### src/hw/rtl/cph_pkg.sv
package cph_pkg;

  // histogram geometry
  localparam int SLICES     = 6;
  localparam int RINGS      = 5;
  localparam int SECTORS    = 8;
  localparam int COUNT_BITS = 16;

  localparam int NBINS     = SLICES * RINGS * SECTORS;
  localparam int RING_SECT = RINGS * SECTORS;
  localparam int ADDR_W    = $clog2(NBINS);
  localparam int SLICE_W   = (SLICES > 1) ? $clog2(SLICES) : 1;
  localparam int RING_W    = (RINGS > 1) ? $clog2(RINGS) : 1;
  localparam int SECT_W    = $clog2(SECTORS);

  // field widths
  localparam int COORD_W     = 24;
  localparam int SLICE_H_W   = 23;
  localparam int RING_STEP_W = 48;
  localparam int SEL_W       = 8;
  localparam int FRAC_BITS   = 16;
  localparam int SQ_W        = 2 * COORD_W;

  localparam int SLICE_THR_W = SLICE_H_W + $clog2(SLICES + 1);
  localparam int RING_THR_W  = RING_STEP_W + $clog2(RINGS + 1);

  localparam int MAX_DIM   = (SLICES > RINGS) ? SLICES : RINGS;
  localparam int BIN_ITERS = (MAX_DIM > 1) ? MAX_DIM - 1 : 1;
  localparam int MAX_STEPS = (BIN_ITERS > FRAC_BITS) ? BIN_ITERS : FRAC_BITS;
  localparam int STEP_W    = $clog2(MAX_STEPS + 1);

  localparam logic [FRAC_BITS:0] FRAC_ONE = {1'b1, {FRAC_BITS{1'b0}}};

  // configuration port
  localparam int PADDR_W      = 5;
  localparam int PDATA_W      = 64;
  localparam int REG_ADDR_LSB = 3;
  localparam int REG_IDX_W    = PADDR_W - REG_ADDR_LSB;

  typedef enum logic [1:0] {
    FUNC_CLEAR = 2'd0,
    FUNC_ADD   = 2'd1,
    FUNC_READ  = 2'd2
  } func_e;

  typedef enum logic [REG_IDX_W-1:0] {
    REG_BASE_HEIGHT  = 2'd0,
    REG_SLICE_HEIGHT = 2'd1,
    REG_RING_STEP    = 2'd2
  } cfg_reg_e;

  typedef enum logic [3:0] {
    S_IDLE,
    S_SQUARE,
    S_SUM,
    S_BIN,
    S_ADD_RD,
    S_ADD_WR,
    S_RD_BIN,
    S_DIV_INIT,
    S_DIV,
    S_RESULT
  } state_e;

  typedef struct packed {
    func_e                      func;
    logic signed [COORD_W-1:0]  point_x;
    logic signed [COORD_W-1:0]  point_y;
    logic signed [COORD_W-1:0]  point_z;
    logic [SEL_W-1:0]           bin_select;
  } in_item_t;

  typedef struct packed {
    logic [FRAC_BITS:0]    bin_fraction;
    logic [COUNT_BITS-1:0] bin_count;
    logic [COUNT_BITS-1:0] point_total;
    logic                  count_overflow;
  } out_item_t;

  typedef struct packed {
    logic signed [COORD_W-1:0] base_height;
    logic [SLICE_H_W-1:0]      slice_height;
    logic [RING_STEP_W-1:0]    ring_step;
  } cfg_t;

  typedef struct packed {
    logic capture;
    logic clear;
    logic square;
    logic sum;
    logic bin_step;
    logic rd_sel;
    logic wr_add;
    logic div_init;
    logic div_step;
    logic out_load;
  } dp_cmd_t;

  typedef struct packed {
    logic out_full;
  } dp_sts_t;

endpackage

### src/hw/rtl/cph_regs.sv
module cph_regs import cph_pkg::*; (
  input  logic               clk_i,
  input  logic               rst_ni,
  input  logic               psel,
  input  logic               penable,
  input  logic               pwrite,
  input  logic [PADDR_W-1:0] paddr,
  input  logic [PDATA_W-1:0] pwdata,
  output logic [PDATA_W-1:0] prdata,
  output logic               pready,
  output cfg_t               cfg_o
);

  cfg_t     cfg_q, cfg_d;
  cfg_reg_e reg_idx;
  logic     wr_en;

  assign pready  = 1'b1;
  assign reg_idx = cfg_reg_e'(paddr[PADDR_W-1:REG_ADDR_LSB]);
  assign wr_en   = psel && penable && pwrite;

  always_comb begin
    cfg_d = cfg_q;
    if (wr_en) begin
      case (reg_idx)
        REG_BASE_HEIGHT:  cfg_d.base_height  = pwdata[COORD_W-1:0];
        REG_SLICE_HEIGHT: cfg_d.slice_height = pwdata[SLICE_H_W-1:0];
        REG_RING_STEP:    cfg_d.ring_step    = pwdata[RING_STEP_W-1:0];
        default: ;
      endcase
    end
  end

  always_comb begin
    case (reg_idx)
      REG_BASE_HEIGHT: begin
        prdata = {{(PDATA_W-COORD_W){cfg_q.base_height[COORD_W-1]}}, cfg_q.base_height};
      end
      REG_SLICE_HEIGHT: prdata = {{(PDATA_W-SLICE_H_W){1'b0}}, cfg_q.slice_height};
      REG_RING_STEP:    prdata = {{(PDATA_W-RING_STEP_W){1'b0}}, cfg_q.ring_step};
      default:          prdata = '0;
    endcase
  end

  always_ff @(posedge clk_i or negedge rst_ni) begin
    if (!rst_ni) begin
      cfg_q.base_height  <= '0;
      cfg_q.slice_height <= SLICE_H_W'(65536);
      cfg_q.ring_step    <= RING_STEP_W'(64'd4294967296);
    end else begin
      cfg_q <= cfg_d;
    end
  end

  assign cfg_o = cfg_q;

endmodule

### config.mk
export PLATFORM = sky130hd
export DESIGN_NAME = cph_regs
export DESIGN_NICKNAME = d
export VERILOG_FILES = /design/src/hw/rtl/cph_pkg.sv /design/src/hw/rtl/cph_regs.sv
export SDC_FILE = /design/constraint.sdc
export NUM_CORES = 1
export LEC_CHECK = 0
export BUFFER_PORTS_ARGS = -buffer_cell sky130_fd_sc_hd__buf_2
export CORE_UTILIZATION = 41
export DETAILED_ROUTE_END_ITERATION = 8
export HOLD_SLACK_MARGIN = 0.05
export MAX_ROUTING_LAYER = met4
export PLACE_DENSITY = 0.83
export RECOVER_POWER = 100
export SLEW_MARGIN = 20
export SYNTH_ARGS = -nofsm -noshare
export SYNTH_HDL_FRONTEND = slang
export SYNTH_SLANG_ARGS = --single-unit
### constraint.sdc
create_clock -name clk_i -period 2.1 [get_ports clk_i]
set_input_delay 0.42 -clock clk_i [delete_from_list [all_inputs] [get_ports clk_i]]
set_output_delay 0.42 -clock clk_i [all_outputs]
set_load 0.05 [all_outputs]
; After elaboration in Yosys (flattened, before gate mapping)
; Index checks and enable logic that the tools add are counted.
[totals]
register_bits = 95
[op_classes]
eq_ne = 2
mux = 1
n_reduce_logical = 6
[ops]
columns = op, count
row1 = $pmux 64 s3, 1
row2 = $reduce_and 2->1, 3
row3 = $eq 2x1->1 const B, 1
row4 = $eq 2x2->1 const B, 1
row5 = $logic_and 1x1->1, 2
row6 = $logic_not 2->1, 1

; Depth between registers and ports, before layout
[logic_depth]
ltp_word = 3
ltp_mapped = 5
mapped_depth_nobuf = 3

; Worst setup path before layout
; OpenSTA, ideal clock, no wires.
[synth_path]
path_type = register -> output
start = register cfg_q (netlist bit cfg_o[94])
end = output prdata[26]
t_arrival_ps = 2452
setup_slack_ps = -772
path_stages_with_launch = 4
path_buffers = 1
path_cell_list = dfrtp_1 -> nor3b_2 -> clkbuf_1 -> a21o_1
[synth_via]
elab_chain_len = 1
[synth_rtl]
columns = item, line_no
row1 = from (decl), cph_regs.sv:14  ; cfg_t cfg_q, cfg_d;
row2 = from (signal assigned), cph_regs.sv:51  ; cfg_q <= cfg_d;
row3 = $pmux 64 s3, cph_regs.sv:35  ; case (reg_idx)
row4 = to (decl), cph_regs.sv:9  ; output logic [PDATA_W-1:0] prdata,
; Every way passes these cells.

; Worst setup path in the final report
[layout_path]
start = register cfg_q (netlist bit cfg_o[94])
end = output prdata[29]
; The elaborated chain is that of the path after synthesis.

==> flow_summary.ini <==
[sta]
tns_ns = 0
setup_viol = 0
fin_crit_ns = 2.034
period_share_pct = 96.85
max_freq_ghz = 0.4917
tightest_slew_ns = 0.9421
fin_skew_ns = 0
finalHoldViolCount = 0
rsz0062_at_grt = false
slew_violations = 0
slew_headroom_pct = 37.19

[final_layout]
syn_to_final_growth_pct = 29.39
drive_above_1_share_pct = 50.37
utilization_pct = 55.38
diodes = 0
num-nets-final = 607
largest_reg_flops = 95

[floorplanning]
coreArea_mm2 = 0.01042
core.rowCount = 37
dieHeight_um = 106.3
dieArea_mm2 = 0.01129
start_util_pct = 42.80
dieWidth_um = 106.3
io-pin-count = 234

[synthesis]
synth_area_mm2 = 0.004458
ys_ff_latch = 95
avgSynthCellArea_um2 = 13.47
synth_top_area_share_pct = 52.20
syn_nets = 405
yosysWarnings = 0
synth-seq-area-share_pct = 53.38
yosys.area.top_type = dfrtp_1
yosys-top-cells-area = dfrtp_1 52%, mux2_2 19%, mux2_4 6.7%
synth_cells = 331
ys_types = 17

[critical_path]
cp-end-kind = output pin
cp_max_fo = 41
crit_required_ns = 1.68
arrival_ns = 1.61
critPathLaunchType = flip-flop
crit_type = reg2out

[status]
status = finished clean

[drt]
dr.pass1.iters = 4
post_drt_wl_per_cell_um = 17.06
top_layer = met4
finalWirelength_um = 11500
drtIter0Drc = 135
dr_total_vias = 3372
avgViaCountPerCell = 5.003
routed-wl-met2_um = 5670
postRouteAntennaNets = 0
wl_met1_um = 5126
drc = 0
met3_length_um = 489

[power_and_ir_drop]
powerDensity_mw_per_mm2 = 1311
sw_frac_of_total_pct = 49.92
vdd_drop_max_uv = 506.9
leakage_nw = 2.846
p_comb_share_pct = 47.3
seqPwrFrac_pct = 34.7
p_sw_mw = 3.775
clockPowerShare_pct = 18.1
intPower_mw = 3.787

[placement]
place.gp.congestion = 0.7709
dp_hpwl_um = 8457
numPortBuffers = 213

[grt]
grt_remaining_overflow = 0
grt_pass1_wl_um = 17770
grt_use_total_pct = 20.78
grt_antenna_before_repair = 0
grt_pass1_vias = 3404
grt_max_degree = 45

[cts]
cts_tree = built
cts_made_buffers = 9
post_cts_buffers = 0
cts.sinks = 95
cts_buffer_depth = 2
path_clk_slew_ns = 0.09
root_buffer = clkbuf_8
clk_latency_ns = 0.35
htreeDepth = 3

[min_path]
hold_path.class = in2reg

[flow_run]
cap_violations = 0
-- worst max-delay path: stages, from the launching register on --
cell     delay, ns
dfrtp_1       0.41
nor3b_4       0.24
buf_12        0.22
a21o_2        0.12
buf_2         0.25
-- worst paths after layout --
path / from / to / slack, ns / cells past startpoint
min reg2reg: cfg_o[74]$_DFFE_PN0P_ / cfg_o[74]$_DFFE_PN0P_ / 0.53 / 1
max reg2reg: cfg_o[91]$_DFFE_PN0P_ / cfg_o[91]$_DFFE_PN0P_ / 1.25 / 1
min in group asynchronous: rst_ni / cfg_o[18]$_DFFE_PN0P_ / 0.75 / 2
max: cfg_o[94]$_DFFE_PN0P_ / prdata[29] / 0.07 / 4
min: pwdata[35] / cfg_o[35]$_DFFE_PN0P_ / 0.29 / 2
max in group asynchronous: rst_ni / cfg_o[84]$_DFFE_PN0P_ / 0.37 / 3
-- layer usage --
metal,vias up,GRT usage [%]
met5,-,-
met4,0,8.433
met3,16,2.820
met2,112,33.53
met1,1688,26.45
li1,1556,-
-- layout by cell type, fill, tap and decap left out, types with 3 or more instances in the layout --
cell type  instances
o21ai_2           20
clkbuf_2          30
clkbuf_8          11
o21ai_1            3
nand2_1           23
buf_2             94
mux2_1            19
a21o_1             6
buf_4              5
a21o_2            19
buf_12             5
mux2i_1           23
dfrtp_1           93
mux2_2            75
clkbuf_1          95
-- cell type report --
type                       instances  area (um^2)
clock buffer                      11        151.4
clock inverter                     5        80.08
fill                             927         4648
multi-input combinational        197         1862
sequential                        95         2380
tap                              136        170.2
timing repair buffer             230         1125
-- through the flow --
step	area, um^2	cells	hold slack [ns]	setup WS (ns)	total power, mW
after floorplan	4573	331	0.1244	0.06995	5.535
after global placement	5789	657	0.4080	0.04977	6.347
after detailed placement	5789	657	0.4133	0.01123	6.439
after CTS	6031	674	0.2698	0.01184	7.813
after global routing	5768	674	0.2658	0.004961	7.874
final	5768	674	0.2897	0.06611	7.562
-- cells in the mapped netlist --
| library cell | n |
|---|---|
| mux2i_1 | 23 |
| mux2_2 | 75 |
| o21ai_0 | 23 |
| or3_1 | 1 |
| nand3_1 | 1 |
| buf_2 | 10 |
| nor2b_1 | 2 |
| a21o_1 | 25 |
| nor3b_2 | 3 |
| buf_4 | 18 |
| mux2_4 | 20 |
| buf_6 | 3 |
| clkbuf_1 | 8 |
| nand2_1 | 23 |
| conb_1 | 1 |
| dfstp_2 | 2 |
| dfrtp_1 | 93 |
-- power by group through the flow --
stage               Combinational (mW)  Clock, mW  Sequential, mW
detailed placement                3.79          0            2.65
global placement                  3.74          0            2.61
finish                            3.57       1.37            2.62
CTS                               3.80       1.40            2.61
global route                      3.71       1.48            2.68
floorplan                         1.44          0            4.10
-- what timing repair did --
action / in CTS / in global routing
hold buffers: 1 / 0
gates resized for setup: 0 / 1
endpoints found under the setup margin: 0 / 11
hold endpoints to repair: 33 / 0
-- cells by family after synthesis --
| logic type | after synthesis | share of synthesized area [%] |
|---|---|---|
| flip-flops | 95 | 53.38 |
| buffers and inverters | 39 | 5.585 |
| other | 1 | 0.08412 |
| AO/OA/AOI/OAI | 48 | 6.792 |
| AND/OR/NAND/NOR | 30 | 3.312 |
| multiplexers | 118 | 30.84 |
Power figures use the tool's default switching activity.
