[src/hw/rtl/cph_pkg.sv]
package cph_pkg;

  // histogram geometry
  localparam int SLICES     = 6;
  localparam int RINGS      = 5;
  localparam int SECTORS    = 8;
  localparam int COUNT_BITS = 16;

  localparam int NBINS     = SLICES * RINGS * SECTORS;
  localparam int RING_SECT = RINGS * SECTORS;
  localparam int ADDR_W    = $clog2(NBINS);
  localparam int SLICE_W   = (SLICES > 1) ? $clog2(SLICES) : 1;
  localparam int RING_W    = (RINGS > 1) ? $clog2(RINGS) : 1;
  localparam int SECT_W    = $clog2(SECTORS);

  // field widths
  localparam int COORD_W     = 24;
  localparam int SLICE_H_W   = 23;
  localparam int RING_STEP_W = 48;
  localparam int SEL_W       = 8;
  localparam int FRAC_BITS   = 16;
  localparam int SQ_W        = 2 * COORD_W;

  localparam int SLICE_THR_W = SLICE_H_W + $clog2(SLICES + 1);
  localparam int RING_THR_W  = RING_STEP_W + $clog2(RINGS + 1);

  localparam int MAX_DIM   = (SLICES > RINGS) ? SLICES : RINGS;
  localparam int BIN_ITERS = (MAX_DIM > 1) ? MAX_DIM - 1 : 1;
  localparam int MAX_STEPS = (BIN_ITERS > FRAC_BITS) ? BIN_ITERS : FRAC_BITS;
  localparam int STEP_W    = $clog2(MAX_STEPS + 1);

  localparam logic [FRAC_BITS:0] FRAC_ONE = {1'b1, {FRAC_BITS{1'b0}}};

  // configuration port
  localparam int PADDR_W      = 5;
  localparam int PDATA_W      = 64;
  localparam int REG_ADDR_LSB = 3;
  localparam int REG_IDX_W    = PADDR_W - REG_ADDR_LSB;

  typedef enum logic [1:0] {
    FUNC_CLEAR = 2'd0,
    FUNC_ADD   = 2'd1,
    FUNC_READ  = 2'd2
  } func_e;

  typedef enum logic [REG_IDX_W-1:0] {
    REG_BASE_HEIGHT  = 2'd0,
    REG_SLICE_HEIGHT = 2'd1,
    REG_RING_STEP    = 2'd2
  } cfg_reg_e;

  typedef enum logic [3:0] {
    S_IDLE,
    S_SQUARE,
    S_SUM,
    S_BIN,
    S_ADD_RD,
    S_ADD_WR,
    S_RD_BIN,
    S_DIV_INIT,
    S_DIV,
    S_RESULT
  } state_e;

  typedef struct packed {
    func_e                      func;
    logic signed [COORD_W-1:0]  point_x;
    logic signed [COORD_W-1:0]  point_y;
    logic signed [COORD_W-1:0]  point_z;
    logic [SEL_W-1:0]           bin_select;
  } in_item_t;

  typedef struct packed {
    logic [FRAC_BITS:0]    bin_fraction;
    logic [COUNT_BITS-1:0] bin_count;
    logic [COUNT_BITS-1:0] point_total;
    logic                  count_overflow;
  } out_item_t;

  typedef struct packed {
    logic signed [COORD_W-1:0] base_height;
    logic [SLICE_H_W-1:0]      slice_height;
    logic [RING_STEP_W-1:0]    ring_step;
  } cfg_t;

  typedef struct packed {
    logic capture;
    logic clear;
    logic square;
    logic sum;
    logic bin_step;
    logic rd_sel;
    logic wr_add;
    logic div_init;
    logic div_step;
    logic out_load;
  } dp_cmd_t;

  typedef struct packed {
    logic out_full;
  } dp_sts_t;

endpackage

[src/hw/rtl/cph_ctrl.sv]
module cph_ctrl import cph_pkg::*; (
  input  logic    clk_i,
  input  logic    rst_ni,
  input  logic    in_valid_i,
  input  func_e   in_func_i,
  output logic    in_stall_o,
  output dp_cmd_t cmd_o,
  input  dp_sts_t sts_i
);

  state_e            state_q, state_d;
  logic [STEP_W-1:0] step_q, step_d;

  always_comb begin
    state_d    = state_q;
    step_d     = step_q;
    cmd_o      = '0;
    in_stall_o = 1'b1;
    case (state_q)
      S_IDLE: begin
        in_stall_o = 1'b0;
        if (in_valid_i) begin
          cmd_o.capture = 1'b1;
          case (in_func_i)
            FUNC_CLEAR: cmd_o.clear = 1'b1;
            FUNC_ADD:   state_d = S_SQUARE;
            FUNC_READ:  state_d = S_RD_BIN;
            default: ;
          endcase
        end
      end
      S_SQUARE: begin
        cmd_o.square = 1'b1;
        state_d      = S_SUM;
      end
      S_SUM: begin
        cmd_o.sum = 1'b1;
        step_d    = STEP_W'(BIN_ITERS - 1);
        state_d   = S_BIN;
      end
      // one threshold compare per cycle for slice and ring
      S_BIN: begin
        cmd_o.bin_step = 1'b1;
        if (step_q == '0) begin
          state_d = S_ADD_RD;
        end else begin
          step_d = step_q - 1'b1;
        end
      end
      S_ADD_RD: state_d = S_ADD_WR;
      S_ADD_WR: begin
        cmd_o.wr_add = 1'b1;
        state_d      = S_IDLE;
      end
      S_RD_BIN: begin
        cmd_o.rd_sel = 1'b1;
        state_d      = S_DIV_INIT;
      end
      S_DIV_INIT: begin
        cmd_o.div_init = 1'b1;
        step_d         = STEP_W'(FRAC_BITS - 1);
        state_d        = S_DIV;
      end
      S_DIV: begin
        cmd_o.div_step = 1'b1;
        if (step_q == '0) begin
          state_d = S_RESULT;
        end else begin
          step_d = step_q - 1'b1;
        end
      end
      S_RESULT: begin
        if (!sts_i.out_full) begin
          cmd_o.out_load = 1'b1;
          state_d        = S_IDLE;
        end
      end
      default: state_d = S_IDLE;
    endcase
  end

  always_ff @(posedge clk_i or negedge rst_ni) begin
    if (!rst_ni) begin
      state_q <= S_IDLE;
      step_q  <= '0;
    end else begin
      state_q <= state_d;
      step_q  <= step_d;
    end
  end

endmodule

[config.mk]
export PLATFORM = sky130hd
export DESIGN_NAME = cph_ctrl
export DESIGN_NICKNAME = d
export VERILOG_FILES = /design/src/hw/rtl/cph_pkg.sv /design/src/hw/rtl/cph_ctrl.sv
export SDC_FILE = /design/constraint.sdc
export NUM_CORES = 1
export LEC_CHECK = 0
export BUFFER_PORTS_ARGS = -buffer_cell sky130_fd_sc_hd__buf_2
export CAP_MARGIN = 20
export CORE_AREA = 4 4 62 64
export DETAILED_ROUTE_END_ITERATION = 10
export DIE_AREA = 0 0 66 68
export HOLD_SLACK_MARGIN = 0.15
export RECOVER_POWER = 25
export SLEW_MARGIN = 20
export SYNTH_ARGS = -nofsm -noshare
export SYNTH_HDL_FRONTEND = slang
export SYNTH_SLANG_ARGS = --single-unit
[constraint.sdc]
create_clock -name clk_i -period 5.2 [get_ports clk_i]
set_clock_uncertainty 0.2 [all_clocks]
set_input_delay 1.04 -clock clk_i [delete_from_list [all_inputs] [get_ports clk_i]]
set_output_delay 1.04 -clock clk_i [all_outputs]
set_load 0.02 [all_outputs]
=== Yosys cells after proc, flatten, opt, wreduce, memory -nomap -nowiden ===
Cells that the tools add are included.

* Eq/ne operators: 17
* Mux-type cells: 21
* Reductions and logical operators: 7
* Add/sub/neg operators: 1

{| class="wikitable"
|+ Operators by type and width
! operator !! count
|-
| 4-bit case mux with 9 select lines || 1
|-
| 4-bit by 3-bit equality test with 1-bit output, second input constant || 4
|-
| 4-bit 2-to-1 mux || 4
|-
| 5-bit case mux with 3 select lines || 1
|-
| 1-bit 2-to-1 mux || 11
|-
| 2-bit != test, second input constant || 5
|-
| 4-bit by 2-bit equality test with 1-bit output, second input constant || 2
|-
| 4-bit equality test, second input constant || 2
|-
| 4-bit case mux with 2 select lines || 1
|-
| 5-bit logical NOT || 1
|-
| 5-bit 2-to-1 mux || 1
|-
| 5-bit AND reduction || 1
|-
| 5-bit by 1-bit subtractor with 5-bit output, second input constant || 1
|-
| 4-bit by 1-bit equality test with 1-bit output, second input constant || 1
|-
| 4-bit logical NOT || 1
|-
| 2-bit 2-to-1 mux || 2
|-
| 3-bit by 1-bit != test with 1-bit output, second input constant || 1
|-
| 3-bit nonzero test || 1
|-
| 2-bit by 1-bit equality test with 1-bit output, second input constant || 1
|-
| 2-bit equality test, second input constant || 1
|-
| 2-bit logical NOT || 1
|-
| 2-bit AND reduction || 1
|-
| 2-bit OR reduction || 1
|}

* Logic and storage cells: 48
* Output and inout port bits: 11
* Input port bits: 6
* Register bits after elaboration: 9

=== Logic depth before layout (Yosys ltp) ===
Gate-level depths: netlist of the first run.

* Depth after elaboration: 4
* Mapped depth: 6
* Mapped depth without buffers: 6

=== Least setup slack after synthesis of the first run ===
No wires, ideal clock.

* Kind: in2out
* From: in in_func_i[0]
* To: out cmd_o[8] (netlist name)
* Buffers on the path: 0
* Slack: 2491 ps
* Data arrival time: 1469 ps
* Data required time: 3960 ps
* Cell stages on the path: 3
* Path through: inv_1 > ha_1 > and3_1

{| class="wikitable"
|+ RTL lines
! item !! line !! text
|-
| start: declaration || cph_ctrl.sv:5 || <nowiki>input func_e in_func_i,</nowiki>
|-
| end: declaration || cph_ctrl.sv:7 || <nowiki>output dp_cmd_t cmd_o,</nowiki>
|}

==> flow_summary.toml, run 1 <==
[run_status]
status = "finished clean"

[placement]
place_hpwl_um = 1270
gp_congestion = 0.794
placement.io_buffers = 16

[setup_path]
cp-start-kind = "flip-flop"
crit_path_end_kind = "output pin"
startpoint = "state_q[2]"
r2r_start = "step_q[0]"
required_ps = 3960
cp.arrival_ps = 1710
critPathMaxFanout = 15
criticalPathCategory = "reg2out"

[logic_synthesis]
postSynth.asyncResetShare_pct = 100
synthCells = 80
ys.flop_type = "dfrtp_1"
ys_ff_latch = 9
yosysMostFrequentCell = "dfrtp_1"
yosysTopAreaCellShare_pct = 28.1
ys_seq_area_share_pct = 28.1
synth_top_area_cell = "dfrtp_1"
synth_edf_count = 0
syn-num-nets = 89
synth-xor-area-share_pct = 0
synthesis.area_um2 = 801
synth_compound_area_share_pct = 19.7
synth_mux_area_share_pct = 4.06
avgSynthCellArea_um2 = 10.0
synthSimpleGateAreaFrac_pct = 36.4
yosysUniqueCellTypes = 41
synth_warnings = 0
synth_top_family_by_area = "simple AND/OR/NAND/NOR gates"
yosys.area_share.adder_pct = 4.69
synthTopCellsByCount = "dfrtp_1, inv_1, o21ai_0"
synth.area.top_cells = "dfrtp_1, nor4b_4, ha_1"

[die]
ios = 17
start_util_pct = 24.4
die_area_um2 = 4490
coreArea_um2 = 3280
rows = 21
die_h_um = 68
die_w_um = 66

[route]
ant_nets = 0
routedWlPerCell_um = 11.2
drc = 0
first_iter_violations = 77
finalWirelength_um = 1600
vias = 662
dr.pass1.iters = 4
viasPerCell = 4.66

[sta]
tightest_slew_ps = 630
slew_viol_final = 0
rsz0062_at_grt = "false"
min_period_over_period_pct = 56.8
tns_ps = 0
fmax_mhz = 339
setup_viol = 0
hold_viol = 0
post-route-min-period_ps = 2950
max-slew-margin-rel_pct = 58.0

[global_route]
grt_max_degree = 16
grt_pass1_wl_um = 2590
grt_use_total_pct = 7.71
antenna_found_initial = 0
grt_pass1_vias = 593
gr-total-overflow = 0

[hold_path]
hp-class = "reg2reg"
hp-start = "step_q[1]"

[power_and_ir_drop]
power.leakage_nw = 0.428
power_density_nw_per_um2 = 569
peakVddDrop_mv = 0.0913
p_total_uw = 533

[clocking]
post_cts_buffers = 0
ctsHoldBuffers = 0
cts_buffer_depth = 2
cts.sinks = 9
tritoncts = "yes"
cts-root-buf = "clkbuf_4"
clkTransAtPathRegs_ps = 50
clk-insertion-delay-late_ps = 250
cts_made_buffers = 3
cts_resized = 0
htreeDepth = 1

[job]
drv_cap = 0

[cells_and_area]
area_delta_synth_final_pct = 17.0
drive_gt1_share_pct = 35.4
layout.filler_cells = 357
nets = 106
antennaDiodeCount = 0
==> cell families (layout without fill, tap and decap cells) <==
kind of cell / after synthesis / in the layout
flops: 9 / 9
fa+ha+maj: 3 / 3
simple gates: 32 / 32
buf+inv: 12 / 28
compound gates: 21 / 21
mux: 3 / 3
==> worst max-delay path: stages (launching register included) <==
cell      delay (ps)
dfrtp_1          740
nand2b_2         140
or2_4            300
inv_2            110
buf_2            170
==> metal layers <==
layer  vias to the layer above  GRT usage (%)  part of all wire (%)
met3                         2          0.985                   4.8
met4                         0           6.09                  0.88
met2                        22           13.1                    53
met1                       307           8.72                    42
li1                        331              -                     -
met5                         -              0                     0
==> cells in the final DEF (no fill, tap or decap), types with 2 or more instances in the layout <==
cell       count
buf_2         15
dfrtp_1        9
inv_1          6
o21ai_0        5
nand2_1        4
nand2b_1       3
nor3_1         3
nor2_1         3
a21oi_1        3
ha_1           3
clkbuf_4       3
nor4b_4        2
inv_2          2
and4bb_4       2
o2bb2ai_1      2
nor2_2         2
o31ai_1        2
mux2_1         2
clkbuf_1       2
==> registers in the layout (all words and copies together), names as in the netlist <==
name     cells
step_q       5
state_q      4
==> worst paths after layout <==
kind	endpoint	slack, ps	cells past startpoint
setup / recovery	cmd_o[2]	2250	4
hold / removal	step_q[1]	330	1
setup reg to reg	step_q[1]	3130	6
hold reg to reg	step_q[1]	330	1
max in group asynchronous	step_q[3]	4000	1
min in group asynchronous	step_q[4]	500	1
==> layout make-up <==
| type | instances | area [um^2] | share of cell area (%) |
|---|---|---|---|
| flip-flops and latches | 9 | 225 | 24.0 |
| well taps | 46 | 57.6 | 6.14 |
| clock buffers | 4 | 26.3 | 2.80 |
| repair buffers | 16 | 78.8 | 8.41 |
| multi-input cells | 59 | 519 | 55.4 |
| inverters | 8 | 30.0 | 3.20 |
==> stage by stage <==
step,cells,area [um^2],setup slack (ps),hold WS (ps),utilization (%)
2_1_floorplan,80,801,2490,280,-
3_3_place_gp,138,912,2350,301,27.8
3_5_place_dp,138,912,2320,320,27.8
4_1_cts,142,938,2220,332,28.6
5_1_grt,142,937,2120,382,28.5
6_report,142,937,2250,331,28.5
==> power breakdown <==
group          leakage, nW  internal, mW  switching, mW  total, mW
logic                0.296         0.150          0.163      0.312
registers            0.116        0.0944         0.0773      0.172
clock network       0.0150        0.0293         0.0198     0.0491
total                0.428         0.273          0.260      0.533
Power figures use the tool's default switching activity.
==> run 2: changes to the inputs <==
- clock period: 5.2 -> 2.71 ns (I/O delays scaled with it)
==> flow_summary.toml, run 2 (synthesis results as in run 1) <==
[global_route]
grt_pass1_wl_um = 2630
grt_use_total_pct = 7.71
grt_pass1_vias = 593
gr-total-overflow = 0
antenna_found_initial = 0
grt_max_degree = 16

[sta]
tightest_slew_ps = 601
min_period_over_period_pct = 90.0
hold_viol = 0
rsz0062_at_grt = "false"
setup_viol = 0
tns_ps = 0
max-slew-margin-rel_pct = 59.9
slew_viol_final = 0
fmax_mhz = 410
post-route-min-period_ps = 2440

[setup_path]
critPathSlowestCell = "dfrtp_1"
criticalPathCategory = "reg2out"
cp.arrival_ps = 1700
crit_path_end_kind = "output pin"
cp-start-kind = "flip-flop"
cp_cell_sequence = "nand2b_2 -> or2_4 -> inv_2 -> buf_2"
cp_slowest_stage_delay_ps = 720
required_ps = 1970
critPathMaxFanout = 15

[die]
coreArea_um2 = 3280
die_h_um = 68
rows = 21
die_area_um2 = 4490
die_w_um = 66
start_util_pct = 24.4
ios = 17

[cells_and_area]
antennaDiodeCount = 0
largest_reg_flops = 5
nets = 107
stdcell_count = 143
reg.largest.list = "step_q (5), state_q (4)"
layout_commonest_cell = "buf_2"
drive_gt1_share_pct = 35.1
post-route-util_pct = 28.8
final_cell_mix = "buf_2, dfrtp_1, inv_1, o21ai_0, nand2_1"
layout.filler_cells = 339
regMostFlops = "step_q"
area_delta_synth_final_pct = 18.3

[clocking]
tritoncts = "yes"
clkTransAtPathRegs_ps = 60
cts_buffer_depth = 2
cts_made_buffers = 3
cts_resized = 0
cts-root-buf = "clkbuf_4"
cts.sinks = 9
htreeDepth = 1
clk-insertion-delay-late_ps = 260

[route]
first_iter_violations = 49
dr.pass1.iters = 4
finalWirelength_um = 1610
vias = 657
drc = 0
routedWlPerCell_um = 11.3
ant_nets = 0
viasPerCell = 4.59

[placement]
place_hpwl_um = 1270
placement.io_buffers = 16
gp_congestion = 0.843
dp_cells = 138

[power_and_ir_drop]
p_total_mw = 1.03
power.leakage_nw = 0.432
peakVddDrop_mv = 0.170
power_density_nw_per_um2 = 1090

[run_status]
status = "finished clean"

[job]
drv_cap = 0

[hold_path]
hp-class = "reg2reg"
## run 2: cell types whose count changed in the layout (fill, tap and decap cells not counted)
cell / delta
dlygate4sd3_1: +1
## run 2: stage by stage
| step | setup WS [ps] | instance area (um^2) | hold slack, ps |
|---|---|---|---|
| after global routing | 131 | 947 | 333 |
| after CTS | 251 | 948 | 317 |
| after global placement | 590 | 912 | 194 |
| after detailed placement | 543 | 912 | 199 |
| final | 270 | 947 | 311 |
| after floorplan | 700 | 801 | 46.4 |
## run 2: final cells by class
cell class | instances | area [um^2] | share of cell area (%)
sequential | 9 | 225 | 23.8
inverter | 8 | 30.0 | 3.17
timing repair buffer | 17 | 88.8 | 9.38
multi-input combinational | 59 | 519 | 54.8
clock buffer | 4 | 26.3 | 2.77
tap | 46 | 57.6 | 6.08
## run 2: power breakdown
part	switching, mW	internal (mW)
Clock	0.0431	0.0565
Combinational	0.315	0.288
Sequential	0.146	0.181
Total	0.504	0.525
## run 2: critical path: cells and delay by family (launching register included)
kind	cells	cell delay, ps
DFF	1	720
buffers and inverters	2	280
and+or+nand+nor	2	430
## run 2: worst paths after layout
kind                                 start    endpoint  slack (ps)  cells after the start
worst max-delay path            state_q[2]    cmd_o[2]         270                      4
worst min-delay path             step_q[1]   step_q[1]         310                      1
worst max register to register   step_q[0]   step_q[1]         640                      6
worst min register to register   step_q[1]   step_q[1]         310                      1
max in group asynchronous           rst_ni   step_q[3]        1450                      2
min in group asynchronous           rst_ni  state_q[3]         540                      2
## run 2: repair_timing
action	CTS	global route
hold buffers	1	0
setup buffers	0	0
hold endpoints to repair	9	0
## run 2: routing by layer
layer	wire [um]	up-vias	track usage, %
met5	0	-	0
met4	25	0	7.11
met3	65	2	1.15
met2	807	15	12.3
met1	710	310	8.89
li1	-	330	-
